--- src/btrq_pkg.sv ---
`timescale 1ns / 1ps
// ----------------------------------------------------------------------------
// Bus transfer request queue: shared definitions
// Types, codes and stream widths used by the queue's controller, datapath
// and top level.
// ----------------------------------------------------------------------------
package btrq_pkg;

	localparam int QUEUE_DEPTH_DEF = 8;

	// Stream widths
	localparam int S_TDATA_W = 88;
	localparam int S_TUSER_W = 3;
	localparam int M_TDATA_W = 88;
	localparam int M_TUSER_W = 2;

	// Input actions
	localparam logic [2:0] ACT_ADD_BACK  = 3'd0;
	localparam logic [2:0] ACT_ADD_FRONT = 3'd1;
	localparam logic [2:0] ACT_DONE_OK   = 3'd2;
	localparam logic [2:0] ACT_DONE_ERR  = 3'd3;
	localparam logic [2:0] ACT_START_REJ = 3'd4;

	// Result kinds
	localparam logic [1:0] RK_ACK    = 2'd0;
	localparam logic [1:0] RK_ISSUE  = 2'd1;
	localparam logic [1:0] RK_REPORT = 2'd2;

	// Request kinds
	localparam logic [1:0] KIND_MEM_READ = 2'd0;
	localparam logic [1:0] KIND_TRANSMIT = 2'd1;

	// Completion status
	localparam logic [1:0] STAT_OK    = 2'd0;
	localparam logic [1:0] STAT_ERROR = 2'd1;

	typedef struct packed {
		logic [1:0]  req_kind;
		logic [1:0]  bus_id;
		logic [1:0]  mem_addr_bytes;
		logic [15:0] mem_addr;
		logic [9:0]  dev_addr;
	} addr_word_t;

	typedef struct packed {
		logic        notify;
		logic [15:0] context_tag;
		logic [15:0] length;
		logic [15:0] buffer_ref;
	} xfer_word_t;

	typedef struct packed {
		addr_word_t a;
		xfer_word_t x;
	} entry_t;

	localparam int ENTRY_W = $bits(entry_t);

	typedef struct packed {
		logic [2:0] action;
		logic [1:0] start_status;
		entry_t     ent;
	} in_item_t;

	typedef struct packed {
		logic [1:0]  result_kind;
		logic        accepted;
		logic [1:0]  out_bus_id;
		logic        out_kind;
		logic [9:0]  out_dev_addr;
		logic [15:0] out_mem_addr;
		logic [1:0]  out_mem_addr_bytes;
		logic [15:0] out_buffer_ref;
		logic [15:0] out_length;
		logic [15:0] out_context_tag;
		logic [1:0]  out_status;
	} result_t;

	typedef enum logic [2:0] {
		ST_IDLE,
		ST_EXEC,
		ST_DREAD,
		ST_DTAKE,
		ST_FLUSH
	} state_t;

	typedef struct packed {
		logic cap;
		logic exec;
		logic rd;
		logic take;
		logic flush;
	} ctrl_cmd_t;

	typedef struct packed {
		logic can_dispatch;
		logic take_stall;
		logic pend_valid;
		logic out_free;
	} dp_stat_t;

endpackage

--- src/btrq_ram.sv ---
`timescale 1ns / 1ps
// ----------------------------------------------------------------------------
// Generic RAM
// One write port, one read port with registered read data.
// ----------------------------------------------------------------------------
module btrq_ram #(
	parameter int WIDTH = 8,
	parameter int DEPTH = 8
) (
	input  logic                     clk,
	input  logic                     we,
	input  logic [$clog2(DEPTH)-1:0] waddr,
	input  logic [WIDTH-1:0]         wdata,
	input  logic                     re,
	input  logic [$clog2(DEPTH)-1:0] raddr,
	output logic [WIDTH-1:0]         rdata
);

	logic [WIDTH-1:0] mem_q [DEPTH];

	always_ff @(posedge clk) begin
		if (we) begin
			mem_q[waddr] <= wdata;
		end
		if (re) begin
			rdata <= mem_q[raddr];
		end
	end

endmodule

--- src/btrq_ctrl.sv ---
`timescale 1ns / 1ps
// ----------------------------------------------------------------------------
// Request queue controller
// Sequences capture, execution, dispatch and the final flush of one item.
// ----------------------------------------------------------------------------
module btrq_ctrl (
	input  logic                 clk,
	input  logic                 arst_n,
	input  logic                 in_valid,
	output logic                 in_ready,
	input  btrq_pkg::dp_stat_t   stat,
	output btrq_pkg::ctrl_cmd_t  cmd
);

	import btrq_pkg::*;

	state_t state_q;
	state_t state_d;

	always_ff @(posedge clk or negedge arst_n) begin
		if (!arst_n) begin
			state_q <= ST_IDLE;
		end else begin
			state_q <= state_d;
		end
	end

	always_comb begin
		state_d  = state_q;
		cmd      = '0;
		in_ready = (state_q == ST_IDLE);
		unique case (state_q)
			ST_IDLE: begin
				if (in_valid) begin
					cmd.cap = 1'b1;
					state_d = ST_EXEC;
				end
			end
			ST_EXEC: begin
				cmd.exec = 1'b1;
				state_d  = ST_DREAD;
			end
			ST_DREAD: begin
				if (stat.can_dispatch) begin
					cmd.rd  = 1'b1;
					state_d = ST_DTAKE;
				end else begin
					state_d = ST_FLUSH;
				end
			end
			ST_DTAKE: begin
				// hold while the held result cannot move to the output
				if (!stat.take_stall) begin
					cmd.take = 1'b1;
					state_d  = ST_DREAD;
				end
			end
			ST_FLUSH: begin
				if (!stat.pend_valid) begin
					state_d = ST_IDLE;
				end else if (stat.out_free) begin
					cmd.flush = 1'b1;
					state_d   = ST_IDLE;
				end
			end
			default: begin
				state_d = ST_IDLE;
			end
		endcase
	end

endmodule

--- src/btrq_dp.sv ---
`timescale 1ns / 1ps
// ----------------------------------------------------------------------------
// Request queue datapath
// Ring of waiting requests, in-flight slot, held result and output register.
// ----------------------------------------------------------------------------
module btrq_dp #(
	parameter int QUEUE_DEPTH = btrq_pkg::QUEUE_DEPTH_DEF
) (
	input  logic                 clk,
	input  logic                 arst_n,
	input  btrq_pkg::in_item_t   in_item,
	input  btrq_pkg::ctrl_cmd_t  cmd,
	output btrq_pkg::dp_stat_t   stat,
	output logic                 out_valid,
	input  logic                 out_ready,
	output btrq_pkg::result_t    out_res,
	output logic                 out_last
);

	import btrq_pkg::*;

	localparam int PTR_W = $clog2(QUEUE_DEPTH);
	localparam logic [PTR_W-1:0] PTR_LAST = PTR_W'(QUEUE_DEPTH - 1);

	in_item_t         in_q;
	entry_t           infl_q;
	logic             infl_valid_q;
	logic [PTR_W-1:0] head_q;
	logic [PTR_W-1:0] tail_q;
	result_t          pend_q;
	logic             pend_valid_q;
	result_t          out_q;
	logic             out_last_q;
	logic             out_valid_q;

	logic [PTR_W-1:0] head_nx;
	logic [PTR_W-1:0] tail_nx;
	logic [PTR_W-1:0] tail_prev;
	logic             is_back;
	logic             is_add;
	logic             add_ok;
	logic             is_event;
	logic             ev_match;
	logic [1:0]       ev_status;
	entry_t           rd_ent;
	logic             rd_ok;
	logic             new_res;
	result_t          res_new;
	logic             push;
	logic             out_free;

	logic               ram_we;
	logic [PTR_W-1:0]   ram_waddr;
	logic [ENTRY_W-1:0] ram_rdata;

	btrq_ram #(
		.WIDTH (ENTRY_W),
		.DEPTH (QUEUE_DEPTH)
	) u_ring (
		.clk   (clk),
		.we    (ram_we),
		.waddr (ram_waddr),
		.wdata (in_q.ent),
		.re    (cmd.rd),
		.raddr (tail_q),
		.rdata (ram_rdata)
	);

	always_comb begin
		head_nx   = (head_q == PTR_LAST) ? '0 : head_q + 1'b1;
		tail_nx   = (tail_q == PTR_LAST) ? '0 : tail_q + 1'b1;
		tail_prev = (tail_q == '0) ? PTR_LAST : tail_q - 1'b1;

		is_back  = (in_q.action == ACT_ADD_BACK);
		is_add   = is_back || (in_q.action == ACT_ADD_FRONT);
		add_ok   = is_back ? (head_nx != tail_q) : (tail_prev != head_q);
		is_event = (in_q.action == ACT_DONE_OK) || (in_q.action == ACT_DONE_ERR) ||
			(in_q.action == ACT_START_REJ);
		ev_match = is_event && infl_valid_q && (infl_q.a.bus_id == in_q.ent.a.bus_id);

		priority if (in_q.action == ACT_DONE_OK) begin
			ev_status = STAT_OK;
		end else if (in_q.action == ACT_DONE_ERR) begin
			ev_status = STAT_ERROR;
		end else if (in_q.start_status == STAT_OK) begin
			ev_status = STAT_ERROR;
		end else begin
			ev_status = in_q.start_status;
		end

		rd_ent = entry_t'(ram_rdata);
		rd_ok  = (rd_ent.a.req_kind <= KIND_TRANSMIT);

		new_res = 1'b0;
		res_new = '0;
		if (cmd.exec) begin
			if (is_add) begin
				new_res          = 1'b1;
				res_new.result_kind = RK_ACK;
				res_new.accepted = add_ok;
			end else if (ev_match && infl_q.x.notify) begin
				new_res                 = 1'b1;
				res_new.result_kind     = RK_REPORT;
				res_new.out_context_tag = infl_q.x.context_tag;
				res_new.out_status      = ev_status;
			end
		end else if (cmd.take) begin
			if (rd_ok) begin
				new_res                    = 1'b1;
				res_new.result_kind        = RK_ISSUE;
				res_new.out_bus_id         = rd_ent.a.bus_id;
				res_new.out_kind           = rd_ent.a.req_kind[0];
				res_new.out_dev_addr       = rd_ent.a.dev_addr;
				res_new.out_mem_addr       = rd_ent.a.mem_addr;
				res_new.out_mem_addr_bytes = rd_ent.a.mem_addr_bytes;
				res_new.out_buffer_ref     = rd_ent.x.buffer_ref;
				res_new.out_length         = rd_ent.x.length;
			end else if (rd_ent.x.notify) begin
				new_res                 = 1'b1;
				res_new.result_kind     = RK_REPORT;
				res_new.out_context_tag = rd_ent.x.context_tag;
				res_new.out_status      = STAT_ERROR;
			end
		end

		ram_we    = cmd.exec && is_add && add_ok;
		ram_waddr = is_back ? head_q : tail_prev;

		out_free = !out_valid_q || out_ready;
		push     = (new_res && pend_valid_q) || cmd.flush;

		stat.can_dispatch = !infl_valid_q && (head_q != tail_q);
		stat.take_stall   = pend_valid_q && !out_free;
		stat.pend_valid   = pend_valid_q;
		stat.out_free     = out_free;
	end

	// Payload registers
	always_ff @(posedge clk) begin
		if (cmd.cap) begin
			in_q <= in_item;
		end
		if (cmd.take && rd_ok) begin
			infl_q <= rd_ent;
		end
		if (new_res) begin
			pend_q <= res_new;
		end
		if (push) begin
			out_q      <= pend_q;
			out_last_q <= cmd.flush;
		end
	end

	// Control registers
	always_ff @(posedge clk or negedge arst_n) begin
		if (!arst_n) begin
			head_q       <= '0;
			tail_q       <= '0;
			infl_valid_q <= 1'b0;
			pend_valid_q <= 1'b0;
			out_valid_q  <= 1'b0;
		end else begin
			if (ram_we) begin
				if (is_back) begin
					head_q <= head_nx;
				end else begin
					tail_q <= tail_prev;
				end
			end else if (cmd.take) begin
				tail_q <= tail_nx;
			end
			if (cmd.exec && ev_match) begin
				infl_valid_q <= 1'b0;
			end else if (cmd.take && rd_ok) begin
				infl_valid_q <= 1'b1;
			end
			if (new_res) begin
				pend_valid_q <= 1'b1;
			end else if (cmd.flush) begin
				pend_valid_q <= 1'b0;
			end
			if (push) begin
				out_valid_q <= 1'b1;
			end else if (out_ready) begin
				out_valid_q <= 1'b0;
			end
		end
	end

	assign out_valid = out_valid_q;
	assign out_res   = out_q;
	assign out_last  = out_last_q;

	a_ptr_range: assert property (@(posedge clk) disable iff (!arst_n)
		(head_q <= PTR_LAST) && (tail_q <= PTR_LAST))
		else $error("ring pointer out of range");

	a_rd_dispatch: assert property (@(posedge clk) disable iff (!arst_n)
		cmd.rd |-> (!infl_valid_q && (head_q != tail_q)))
		else $error("ring read while busy or empty");

	a_push_free: assert property (@(posedge clk) disable iff (!arst_n)
		push |-> (out_free && pend_valid_q))
		else $error("output register overwritten");

	a_cap_empty: assert property (@(posedge clk) disable iff (!arst_n)
		cmd.cap |-> !pend_valid_q)
		else $error("new item taken with a result still held");

endmodule

--- src/bus_transfer_request_queue.sv ---
`timescale 1ns / 1ps
// ----------------------------------------------------------------------------
// Bus transfer request queue
// Ring of serial-bus transfer requests with back/front add, one in-flight
// request and completion reporting.
// ----------------------------------------------------------------------------
// Items are handled one at a time: a new transfer is taken only once the
//   previous item has been executed, dispatched and flushed. Output stalls
//   hold it up; the RAM's registered read paces each dispatch step.
// Reset: arst_n clears the pointers, the in-flight slot and the output;
//   ring contents are not cleared and are never read before written.
// ----------------------------------------------------------------------------
module bus_transfer_request_queue #(
	parameter int QUEUE_DEPTH = btrq_pkg::QUEUE_DEPTH_DEF
) (
	input  logic                           clk,
	input  logic                           arst_n,
	input  logic                           s_axis_tvalid,
	output logic                           s_axis_tready,
	// bus_id[1:0], req_kind[3:2], dev_addr[13:4], mem_addr[29:14],
	// mem_addr_bytes[31:30], buffer_ref[47:32], length[63:48], notify[64],
	// context_tag[80:65], start_status[82:81], zero fill above
	input  logic [btrq_pkg::S_TDATA_W-1:0] s_axis_tdata,
	// action[2:0]
	input  logic [btrq_pkg::S_TUSER_W-1:0] s_axis_tuser,
	output logic                           m_axis_tvalid,
	input  logic                           m_axis_tready,
	// accepted[0], out_bus_id[2:1], out_kind[3], out_dev_addr[13:4],
	// out_mem_addr[29:14], out_mem_addr_bytes[31:30], out_buffer_ref[47:32],
	// out_length[63:48], out_context_tag[79:64], out_status[81:80], zeros above
	output logic [btrq_pkg::M_TDATA_W-1:0] m_axis_tdata,
	// result_kind[1:0]
	output logic [btrq_pkg::M_TUSER_W-1:0] m_axis_tuser,
	output logic                           m_axis_tlast
);

	import btrq_pkg::*;

	in_item_t  in_item;
	ctrl_cmd_t cmd;
	dp_stat_t  stat;
	result_t   res;
	logic      res_last;

	// Unpack the request or event from the slave-side transfer
	always_comb begin
		in_item.action             = s_axis_tuser;
		in_item.ent.a.bus_id       = s_axis_tdata[1:0];
		in_item.ent.a.req_kind     = s_axis_tdata[3:2];
		in_item.ent.a.dev_addr     = s_axis_tdata[13:4];
		in_item.ent.a.mem_addr     = s_axis_tdata[29:14];
		in_item.ent.a.mem_addr_bytes = s_axis_tdata[31:30];
		in_item.ent.x.buffer_ref   = s_axis_tdata[47:32];
		in_item.ent.x.length       = s_axis_tdata[63:48];
		in_item.ent.x.notify       = s_axis_tdata[64];
		in_item.ent.x.context_tag  = s_axis_tdata[80:65];
		in_item.start_status       = s_axis_tdata[82:81];
	end

	// Controller: one item at a time, through execute, dispatch and flush
	btrq_ctrl u_ctrl (
		.clk      (clk),
		.arst_n   (arst_n),
		.in_valid (s_axis_tvalid),
		.in_ready (s_axis_tready),
		.stat     (stat),
		.cmd      (cmd)
	);

	// Datapath: ring, in-flight slot and output register; a result is held
	// one step so the final one of an item leaves with tlast set
	btrq_dp #(
		.QUEUE_DEPTH (QUEUE_DEPTH)
	) u_dp (
		.clk       (clk),
		.arst_n    (arst_n),
		.in_item   (in_item),
		.cmd       (cmd),
		.stat      (stat),
		.out_valid (m_axis_tvalid),
		.out_ready (m_axis_tready),
		.out_res   (res),
		.out_last  (res_last)
	);

	// Pack the result onto the master-side transfer
	always_comb begin
		m_axis_tdata        = '0;
		m_axis_tdata[0]     = res.accepted;
		m_axis_tdata[2:1]   = res.out_bus_id;
		m_axis_tdata[3]     = res.out_kind;
		m_axis_tdata[13:4]  = res.out_dev_addr;
		m_axis_tdata[29:14] = res.out_mem_addr;
		m_axis_tdata[31:30] = res.out_mem_addr_bytes;
		m_axis_tdata[47:32] = res.out_buffer_ref;
		m_axis_tdata[63:48] = res.out_length;
		m_axis_tdata[79:64] = res.out_context_tag;
		m_axis_tdata[81:80] = res.out_status;
		m_axis_tuser        = res.result_kind;
		m_axis_tlast        = res_last;
	end

endmodule
--- config.mk ---
export PLATFORM = sky130hd
export DESIGN_NAME = bus_transfer_request_queue
export DESIGN_NICKNAME = d
export VERILOG_FILES = /design/src/btrq_pkg.sv /design/src/btrq_ram.sv /design/src/btrq_ctrl.sv /design/src/btrq_dp.sv /design/src/bus_transfer_request_queue.sv
export SDC_FILE = /design/constraint.sdc
export NUM_CORES = 1
export LEC_CHECK = 0
export ABC_AREA = 0
export BUFFER_PORTS_ARGS = -buffer_cell sky130_fd_sc_hd__buf_2
export CORE_UTILIZATION = 65
export DETAILED_ROUTE_END_ITERATION = 10
export PLACE_DENSITY = 0.89
export SLEW_MARGIN = 10
export SYNTH_ARGS = -nofsm -noshare
export SYNTH_HDL_FRONTEND = slang
export SYNTH_SLANG_ARGS = --single-unit
export TNS_END_PERCENT = 10
--- constraint.sdc ---
create_clock -name clk -period 22 [get_ports clk]
set_clock_uncertainty 0.1 [all_clocks]
set_input_delay 4.4 -clock clk [delete_from_list [all_inputs] [get_ports clk]]
set_output_delay 4.4 -clock clk [all_outputs]
set_load 0.02 [all_outputs]
==> results of run 1 <==
cells by family (layout without fill, tap and decap cells):
group / after synthesis / after routing / synth area share
buffers and inverters: 79 / 380 / 0.009952
AOI/OAI and AO/OA: 50 / 50 / 0.01087
adders and majority gates: 6 / 6 / 0.002045
xor gates and xnor gates: 9 / 9 / 0.002147
other: 1 / 6 / 0.0001021
muxes: 247 / 247 / 0.1254
and+or+nand+nor: 127 / 127 / 0.02086
DFF: 1015 / 1015 / 0.8286
routing by layer:
layer	GRT usage	wire, µm
met5	0	0
met4	0.1127	2636
met2	0.4630	39460
met3	0.04598	6152
met1	0.3612	28120
Yosys cell counts (all sizes together):
| cell type | instances | area [µm²] |
|---|---|---|
| a211oi | 1 | 12.51 |
| a21o | 3 | 30.02 |
| a21oi | 8 | 40.04 |
| a221oi | 1 | 8.760 |
| a22o | 16 | 140.1 |
| a311o | 2 | 20.02 |
| a31oi | 3 | 18.77 |
| a32oi | 2 | 17.52 |
| and2 | 65 | 406.6 |
| and3 | 3 | 18.77 |
| buf | 32 | 187.7 |
| clkbuf | 37 | 140.1 |
| conb | 1 | 3.750 |
| dfrtp | 12 | 300.3 |
| edfxtp | 1003 | 30120 |
| ha | 6 | 75.07 |
| inv | 10 | 37.54 |
| mux2 | 84 | 945.9 |
| mux2i | 1 | 10.01 |
| mux4 | 162 | 3649 |
| nand2 | 9 | 33.78 |
| nand2b | 3 | 18.77 |
| nand3 | 5 | 25.02 |
| nand3b | 2 | 15.01 |
| nor2 | 17 | 68.81 |
| nor2b | 2 | 12.51 |
| nor3 | 9 | 56.31 |
| nor3b | 2 | 15.01 |
| nor4 | 3 | 40.04 |
| o211a | 1 | 10.01 |
| o21ai | 3 | 15.01 |
| o21bai | 1 | 7.510 |
| o22a | 1 | 8.760 |
| o22ai | 1 | 6.260 |
| o31ai | 4 | 35.03 |
| o32ai | 2 | 17.52 |
| o41a | 1 | 11.26 |
| or2 | 2 | 12.51 |
| or3 | 2 | 12.51 |
| or3b | 2 | 20.02 |
| or4b | 1 | 10.01 |
| xnor2 | 9 | 78.83 |
worst max path at each step:
stage,to,start,slack (ns)
6_report,u_dp.out_res[56]$_DFFE_PP_,m_axis_tready,15.12
5_1_grt,u_dp.out_res[23]$_DFFE_PP_,m_axis_tready,14.99
4_1_cts,u_dp.out_res[19]$_DFFE_PP_,m_axis_tready,15.13
3_5_place_dp,u_dp.out_res[18]$_DFFE_PP_,m_axis_tready,14.53
3_3_place_gp,u_dp.out_res[18]$_DFFE_PP_,m_axis_tready,14.59
2_1_floorplan,u_dp.u_ring.mem_q[4][0]$_DFFE_PP_,u_dp.tail_q[1]$_DFFE_PN0P_,13.37
sequential cells by signal, indices dropped and copies added, names as in the netlist:
| register | count |
|---|---|
| u_ctrl.state_q | 3 |
| u_dp.in_q | 86 |
| u_dp.infl_valid_q | 1 |
| u_dp.pend_q | 84 |
| u_dp.tail_q | 3 |
| u_dp.pend_valid_q | 1 |
| u_dp.head_q | 3 |
| u_dp.out_valid | 1 |
| u_dp.out_res | 84 |
| u_dp.out_last | 1 |
| u_dp.infl_q | 19 |
| u_dp.u_ring.mem_q | 648 |
| u_dp.u_ring.rdata | 81 |
final cells by class:
type                    count  share of cell area
clock buffers             115             0.05871
multi-input cells         445              0.1453
flip-flops and latches   1015              0.7349
inverters                  10           0.0009065
clock inverters            50             0.01097
repair buffers            205             0.02662
well taps                 748             0.02260
report_power, final:
part / switching (µW) / internal [µW] / total [µW] / leakage (µW)
combinational: 544 / 404 / 948 / 0.00281
sequential: 187 / 2510 / 2700 / 0.00924
clock: 681 / 876 / 1560 / 0.00141
stage by stage:
| stage | area [µm²] | total power, µW |
|---|---|---|
| after floorplan | 36730 | 3345 |
| after global placement | 38510 | 3597 |
| after detailed placement | 38510 | 3654 |
| after CTS | 41400 | 5226 |
| after global routing | 41410 | 5363 |
| final | 41410 | 5202 |
==> results.yml, run 1 <==
route:
  dr.first_iter.drc_count: 1861
  drt-total-wl_um: 76360
  via_count: 16788
  viasPerCell: 6.487
  drc: 0
  wl_per_cell_um: 29.51
  first_pass_iters: 5
  final_antenna_net_count: 0
critical_path:
  reg2reg_to: "u_dp.u_ring.mem_q[0][18]$_DFFE_PP_"
  crit_chain: "buf_2 > nand3b_1 > or3b_1 > a21oi_1 > o41a_2 > buf_4"
  start_kind: "input port"
  cpMaxStageDelayCell: "buf_4"
  r2r_cells: 7
  worstPathMaxFanout: 62
  ff2ff_setup_slack_ns: 16.98
  critical_path_arrival_ns: 7.04
  cp_slowest_stage_delay_ns: 0.84
  timing.rr.start: "u_dp.tail_q[2]$_DFFE_PN0P_"
  endpoint_kind: "flop"
  cp_top_family: "buffers and inverters"
  timing.critical_path.required_ns: 22.16
  crit_cells: 6
  critPathKind: "input port to flop"
  critPathBufInv: 2
cts:
  post_cts_resized: 0
  cts_tree: "yes"
  cts_max_level: 3
  clockBufferDepth: 3
  holdBufCountCts: 0
  cts_buffers: 92
  cts_root_buf: "clkbuf_16"
  clk_latency_ns: 0.64
  post_cts_buffers: 0
  cts_sinks: 1015
  clkSlewWorstSetupHoldPaths_ns: 0.06
place:
  pre_cts_slack_ns: 14.53
  port_buffers: 176
  dp_cells: 2422
  dp_hpwl_um: 36370
  gp_congestion: 0.7741
floorplan:
  rows: 86
  die_y_um: 239.7
  io_pins: 188
  dieArea_um2: 57430
  start_util: 0.6625
  dieWidth_um: 239.7
  core_um2: 55420
sta:
  finalSetupViolations: 0
  worstMarginPinSlew_ns: 1.118
  maxSlewHeadroom: 0.2544
  drv_slew: 0
  final.setup.tns_ns: 0
  final.setup.worst_slack_ns: 15.12
  rsz0062_at_grt: "false"
  hold_slack_ns: 0.3119
  finalCritPeriodShare: 0.3129
  fin_crit_ns: 6.883
  hold_viol_final: 0
  max_freq_mhz: 145.3
final_layout:
  layout_commonest_cell: "edfxtp_1"
  post-route-util: 0.7473
  synthToLayoutAreaGrowth_pct: 12.80
  drive_gt1_frac: 0.3228
  fillCellCount: 2725
  multi_input_area_um2: 6018
  nNetsFinal: 1870
  finalNonFillerCells: 2588
  antenna_cells: 0
  regArea_um2: 30430
  most-common-layout-cells: "edfxtp_1 (1003), buf_2 (176), mux4_2 (162)"
global_route:
  grt_max_degree: 73
  grt_pass1_vias: 17604
  antenna_found_initial: 2
  grt_pass1_wl_um: 111800
  grt_overflow_total: 0
  grt_use_total: 0.2747
pwr:
  p_per_area_nw_per_um2: 125.6
  p_leak_uw: 0.01346
  ir_drop_mv: 0.09617
min_path:
  hp-start: "u_dp.pend_q[77]$_SDFFCE_PP0P_"
  whs_path_depth: 0
  holdPathEnd: "u_dp.out_res[77]$_DFFE_PP_"
  hold_path.class: "flop to flop"
logic_synthesis:
  ys_warn_count: 0
  synth_area_um2: 36710
  syn_inst: 1534
  yosysUniqueCellTypes: 53
  synth_sequential_area_ratio: 0.8286
  synth_seq_cells: 1015
  syn_avg_cell_area_um2: 23.93
run_status:
  status: "finished, final reports clean"
flow_run:
  maxCapViolCount: 0
(Power assumes the default switching activity.)
==> inputs of run 2 (changes only) <==
CORE_UTILIZATION = 60   (was 65)
PLACE_DENSITY = 0.83   (was 0.89)
clock period = 7 ns   (was 22 ns; I/O delays follow)
==> run 2 against run 1 <==
Effect of this change: cell count grew 1.4%; via count decreased by 0.44%; count of clock-buffer cells in the layout grew 2; largest power group unchanged; combinational power increased to 3.2 times the previous value; sequential power increased to 3.1 times the previous value.
==> results.yml, run 2 (synthesized netlist as in run 1, its figures left out) <==
critical_path:
  critPathKind: "flop to flop"
  critPathBufInv: 2
  endpoint_kind: "flop"
  timing.critical_path.required_ns: 7.18
  start_kind: "flop"
  cpMaxStageDelayCell: "dfrtp_4"
  crit_chain: "inv_1 > ha_1 > or4b_1 > o211a_1 > nand2_1 > o21ai_0 > nor2_4 > buf_4"
  cp_slowest_stage_delay_ns: 0.72
  critical_path_arrival_ns: 4.26
  worstPathMaxFanout: 29
  cp_top_family: "simple AND/OR/NAND/NOR gates"
floorplan:
  dieWidth_um: 249.4
  dieArea_um2: 62180
  io_pins: 188
  die_y_um: 249.4
  start_util: 0.6082
  core_um2: 60360
  rows: 90
route:
  wl_per_cell_um: 29.53
  dr.first_iter.drc_count: 1749
  final_antenna_net_count: 0
  via_count: 16714
  drt-total-wl_um: 77480
  drc: 0
  viasPerCell: 6.370
  first_pass_iters: 5
place:
  pre_cts_slack_ns: 2.640
  gp_congestion: 0.7282
  port_buffers: 176
  dp_hpwl_um: 35950
sta:
  finalSetupViolations: 0
  max_freq_mhz: 245.1
  finalCritPeriodShare: 0.5829
  fin_crit_ns: 4.080
  drv_slew: 0
  hold_viol_final: 0
  rsz0062_at_grt: "false"
  worstMarginPinSlew_ns: 1.130
  final.setup.tns_ns: 0
  maxSlewHeadroom: 0.2411
  final.setup.worst_slack_ns: 2.920
global_route:
  grt_max_degree: 122
  antenna_found_initial: 0
  grt_pass1_wl_um: 114400
  grt_overflow_total: 0
  grt_pass1_vias: 17731
  grt_use_total: 0.2549
pwr:
  ir_drop_mv: 0.2880
  p_leak_uw: 0.01350
  p_per_area_nw_per_um2: 395.7
final_layout:
  layout_commonest_cell: "edfxtp_1"
  top_regs: "u_dp.u_ring.mem_q x648, u_dp.in_q x86"
  largest_register_ffs: 648
  synthToLayoutAreaGrowth_pct: 13.25
  nNetsFinal: 1869
  antenna_cells: 0
  fillCellCount: 3389
  most-common-layout-cells: "edfxtp_1 (1003), buf_2 (176), mux4_2 (162)"
  top_register: "u_dp.u_ring.mem_q"
  drive_gt1_frac: 0.3284
cts:
  cts_root_buf: "clkbuf_16"
  cts_tree: "yes"
  cts_max_level: 3
  clk_latency_ns: 0.64
  cts_buffers: 94
  post_cts_resized: 0
  cts_sinks: 1015
  clockBufferDepth: 3
  clkSlewWorstSetupHoldPaths_ns: 0.07
  holdBufCountCts: 0
  post_cts_buffers: 0
min_path:
  hold_path.class: "flop to flop"
run_status:
  status: "finished, final reports clean"
flow_run:
  maxCapViolCount: 0
## run 2: changes by cell type in the layout (fill, tap and decap cells not counted), sizes merged
cell,delta
buf,-3
bufinv,-1
clkbuf,+2
clkinvlp,+4
## run 2: power breakdown
part	internal, µW	total, µW	switching [µW]
clock	2800	4990	2190
sequential	7880	8420	541
combinational	1290	3040	1760
total	12000	16500	4480
## run 2: routing by layer
metal | part of all wire | track usage
met1 | 0.37 | 0.3312
met2 | 0.52 | 0.4332
met3 | 0.075 | 0.03950
met4 | 0.035 | 0.1099
met5 | 0 | 0
## run 2: layout make-up
cell class | instances | area [µm²] | area share
flip-flops and latches | 1015 | 30430 | 0.7319
multi-input cells | 445 | 6025 | 0.1449
clock buffers | 117 | 2502 | 0.06019
repair buffers | 202 | 1139 | 0.02739
well taps | 782 | 978.4 | 0.02353
clock inverters | 53 | 464.2 | 0.01116
inverters | 10 | 37.54 | 0.0009028
## run 2: final timing paths
| path | from | end | slack (ns) | cells past startpoint |
|---|---|---|---|---|
| max in group asynchronous | arst_n | u_dp.tail_q[2]$_DFFE_PN0P_ | 5.98 | 1 |
| min in group asynchronous | arst_n | u_dp.head_q[2]$_DFFE_PN0P_ | 0.54 | 1 |
| max | u_dp.tail_q[1]$_DFFE_PN0P_ | u_dp.u_ring.mem_q[3][23]$_DFFE_PP_ | 2.92 | 8 |
| min reg2reg | u_dp.pend_q[78]$_SDFFCE_PP0P_ | u_dp.out_res[78]$_DFFE_PP_ | 0.32 | 0 |
| min | u_dp.pend_q[78]$_SDFFCE_PP0P_ | u_dp.out_res[78]$_DFFE_PP_ | 0.32 | 0 |
| max reg2reg | u_dp.tail_q[1]$_DFFE_PN0P_ | u_dp.u_ring.mem_q[3][23]$_DFFE_PP_ | 2.92 | 8 |
## run 2: metrics by stage
step                      std cells  hold WS, ns  area (µm²)  total power [µW]    util
after CTS                      2624       0.3146       41580             16540  0.6888
after global routing           2624       0.3216       41580             16980  0.6888
final                          2624       0.3155       41580             16450  0.6888
after detailed placement       2454       0.3045       38610             11480  0.6397
after global placement         2454       0.3015       38610             11330  0.6397
after floorplan                1539       0.3003       36740             10510       -
==> inputs of run 3 (changes only) <==
CORE_UTILIZATION = 55   (was 60)
PLACE_DENSITY = 0.81   (was 0.83)
clock period = 3.3 ns   (was 7 ns; I/O delays follow)
==> run 3 against run 2 <==
Effect of this change: count of clock-buffer cells in the layout grew 1; register-to-register slack lost 2.8 ns; clock power grew 110%; flip-flop and latch count is the same; utilization shrank 4.7 points; routed wire length shrank 7.0%; sequential share of layout area shrank 1.2 points; largest power group unchanged; global-route usage shrank 3.7 points; cell count grew 4.6%.
==> results.yml, run 3 (synthesized netlist as in run 1, its figures left out) <==
sta:
  fin_crit_ns: 3.199
  max_freq_mhz: 312.6
  finalCritPeriodShare: 0.9693
  drv_slew: 0
  hold_viol_final: 0
  worstMarginPinSlew_ns: 1.062
  maxSlewHeadroom: 0.2920
  finalSetupViolations: 0
  rsz0062_at_grt: "false"
min_path:
  hold_path.class: "input port to flop"
  whs_path_depth: 1
  holdPathEnd: "u_dp.in_q[82]$_DFFE_PP_"
  hp-start: "s_axis_tdata[82]"
final_layout:
  most-common-layout-cells: "edfxtp_1 (1003), buf_2 (176), mux4_2 (162)"
  top_regs: "u_dp.u_ring.mem_q x648, u_dp.in_q x86"
  finalNonFillerCells: 2744
  drive_gt1_frac: 0.3459
  layout_commonest_cell: "edfxtp_1"
  nNetsFinal: 1907
  top_register: "u_dp.u_ring.mem_q"
  largest_register_ffs: 648
  post-route-util: 0.6419
  synthToLayoutAreaGrowth_pct: 15.16
critical_path:
  start_kind: "flop"
  worstPathMaxFanout: 36
  critPathKind: "flop to flop"
  r2r_cells: 8
  ff2ff_setup_slack_ns: 0.10
  timing.rr.start: "u_dp.tail_q[0]$_DFFE_PN0P_"
  endpoint_kind: "flop"
  critical_path_arrival_ns: 3.40
  timing.critical_path.required_ns: 3.50
  reg2reg_to: "u_dp.u_ring.mem_q[1][22]$_DFFE_PP_"
  cp-startpoint: "u_dp.tail_q[0]$_DFFE_PN0P_"
floorplan:
  start_util: 0.5574
  rows: 94
  dieArea_um2: 67780
  core_um2: 65860
  io_pins: 188
  dieWidth_um: 260.4
  die_y_um: 260.4
global_route:
  grt_max_degree: 167
  grt_overflow_total: 0
  antenna_found_initial: 3
  grt_pass1_wl_um: 107200
  grt_use_total: 0.2176
  grt_pass1_vias: 17114
route:
  drt-total-wl_um: 72090
  drc: 0
  via_count: 16272
  final_antenna_net_count: 0
  first_pass_iters: 5
  dr.first_iter.drc_count: 1477
  viasPerCell: 5.930
  wl_per_cell_um: 26.27
pwr:
  comb_power_share: 0.199
  clkPwrFrac: 0.301
  ir_drop_mv: 0.7322
  seq_power_share: 0.500
  p_switching_uw: 9337
  switching_share: 0.2670
  p_per_area_nw_per_um2: 827.3
  p_leak_uw: 0.01380
  power.internal_uw: 25640
place:
  port_buffers: 176
  dp_cells: 2570
  dp_hpwl_um: 37550
  gp_congestion: 0.7915
cts:
  cts_max_level: 3
  cts_tree: "yes"
  clkSlewWorstSetupHoldPaths_ns: 0.07
  post_cts_resized: 0
  clk_latency_ns: 0.64
  clockBufferDepth: 3
  cts_root_buf: "clkbuf_16"
  cts_sinks: 1015
  cts_buffers: 96
flow_run:
  maxCapViolCount: 0
run_status:
  status: "finished, final reports clean"
run 3: cell types whose count changed in the layout (fill, tap and decap cells not counted), moves of 4 or more:
cell and delta:
buf_12 +21, buf_4 +13, clkinv_1 -5, inv_6 +4
run 3: repair_timing:
item | CTS | global route
hold endpoints to repair | 12 | 0
hold buffers | 1 | 0
setup buffers | 0 | 0
endpoints found under the setup margin | 0 | 12
run 3: through the flow:
step	setup slack [ns]	total power, µW	area (µm²)	TNS, ns	hold WS, ns
finish	0.1012	34970	42280	0	0.09697
global route	0.01154	36230	42280	0	0.06686
CTS	0.02917	35240	42270	0	0.05735
detailed placement	0.06379	24700	39280	0	0.3045
global placement	0.1115	24410	39280	0	0.3013
floorplan	-1.843	22360	36830	-1044.30	0.2644
run 3: final cells by class:
type	instances	area, µm²
Fill cell	4079	23590
Antenna cell	1	2.502
Tap cell	864	1081
Clock inverter	53	467.9
Clock buffer	118	2506
Timing Repair Buffer	237	1667
Sequential cell	1015	30430
Multi-Input combinational cell	446	6081
Inverter	10	40.04
run 3: worst max path at each step:
| stage | to | slack, ns | cells past startpoint |
|---|---|---|---|
| finish | u_dp.u_ring.mem_q[1][22]$_DFFE_PP_ | 0.10 | 8 |
| global route | u_dp.u_ring.mem_q[1][22]$_DFFE_PP_ | 0.01 | 8 |
| CTS | u_dp.u_ring.mem_q[3][27]$_DFFE_PP_ | 0.03 | 8 |
| detailed placement | u_dp.u_ring.mem_q[3][25]$_DFFE_PP_ | 0.06 | 8 |
| global placement | u_dp.u_ring.mem_q[3][25]$_DFFE_PP_ | 0.11 | 8 |
| floorplan | u_dp.u_ring.mem_q[5][0]$_DFFE_PP_ | -1.84 | 10 |
run 3: routing by layer:
metal | routed length [µm] | global-route usage | part of all wire | up-vias
met1 | 28340 | 0.2860 | 0.39 | 8549
li1 | - | - | - | 6885
met4 | 1766 | 0.06904 | 0.024 | 4
met5 | 23 | 0 | 0.00032 | -
met2 | 37520 | 0.3767 | 0.52 | 704
met3 | 4445 | 0.03302 | 0.062 | 130
run 3: worst max-delay path, cell delays in order, from the launching register on:
cell and delay (ns):
dfrtp_4 0.41, inv_1 0.13, ha_4 0.20, or4b_1 0.50, o211a_1 0.15, nand2_1 0.11, o21ai_2 0.19, nor2_4 0.66
buf_12 0.36
run 3: power groups by stage:
stage	combinational [µW]	sequential, µW	clock, µW
6_report	6950	17500	10500
5_1_grt	7430	17600	11200
4_1_cts	7060	17500	10700
3_5_place_dp	6970	17700	0
3_3_place_gp	6800	17600	0
2_1_floorplan	4430	17900	0
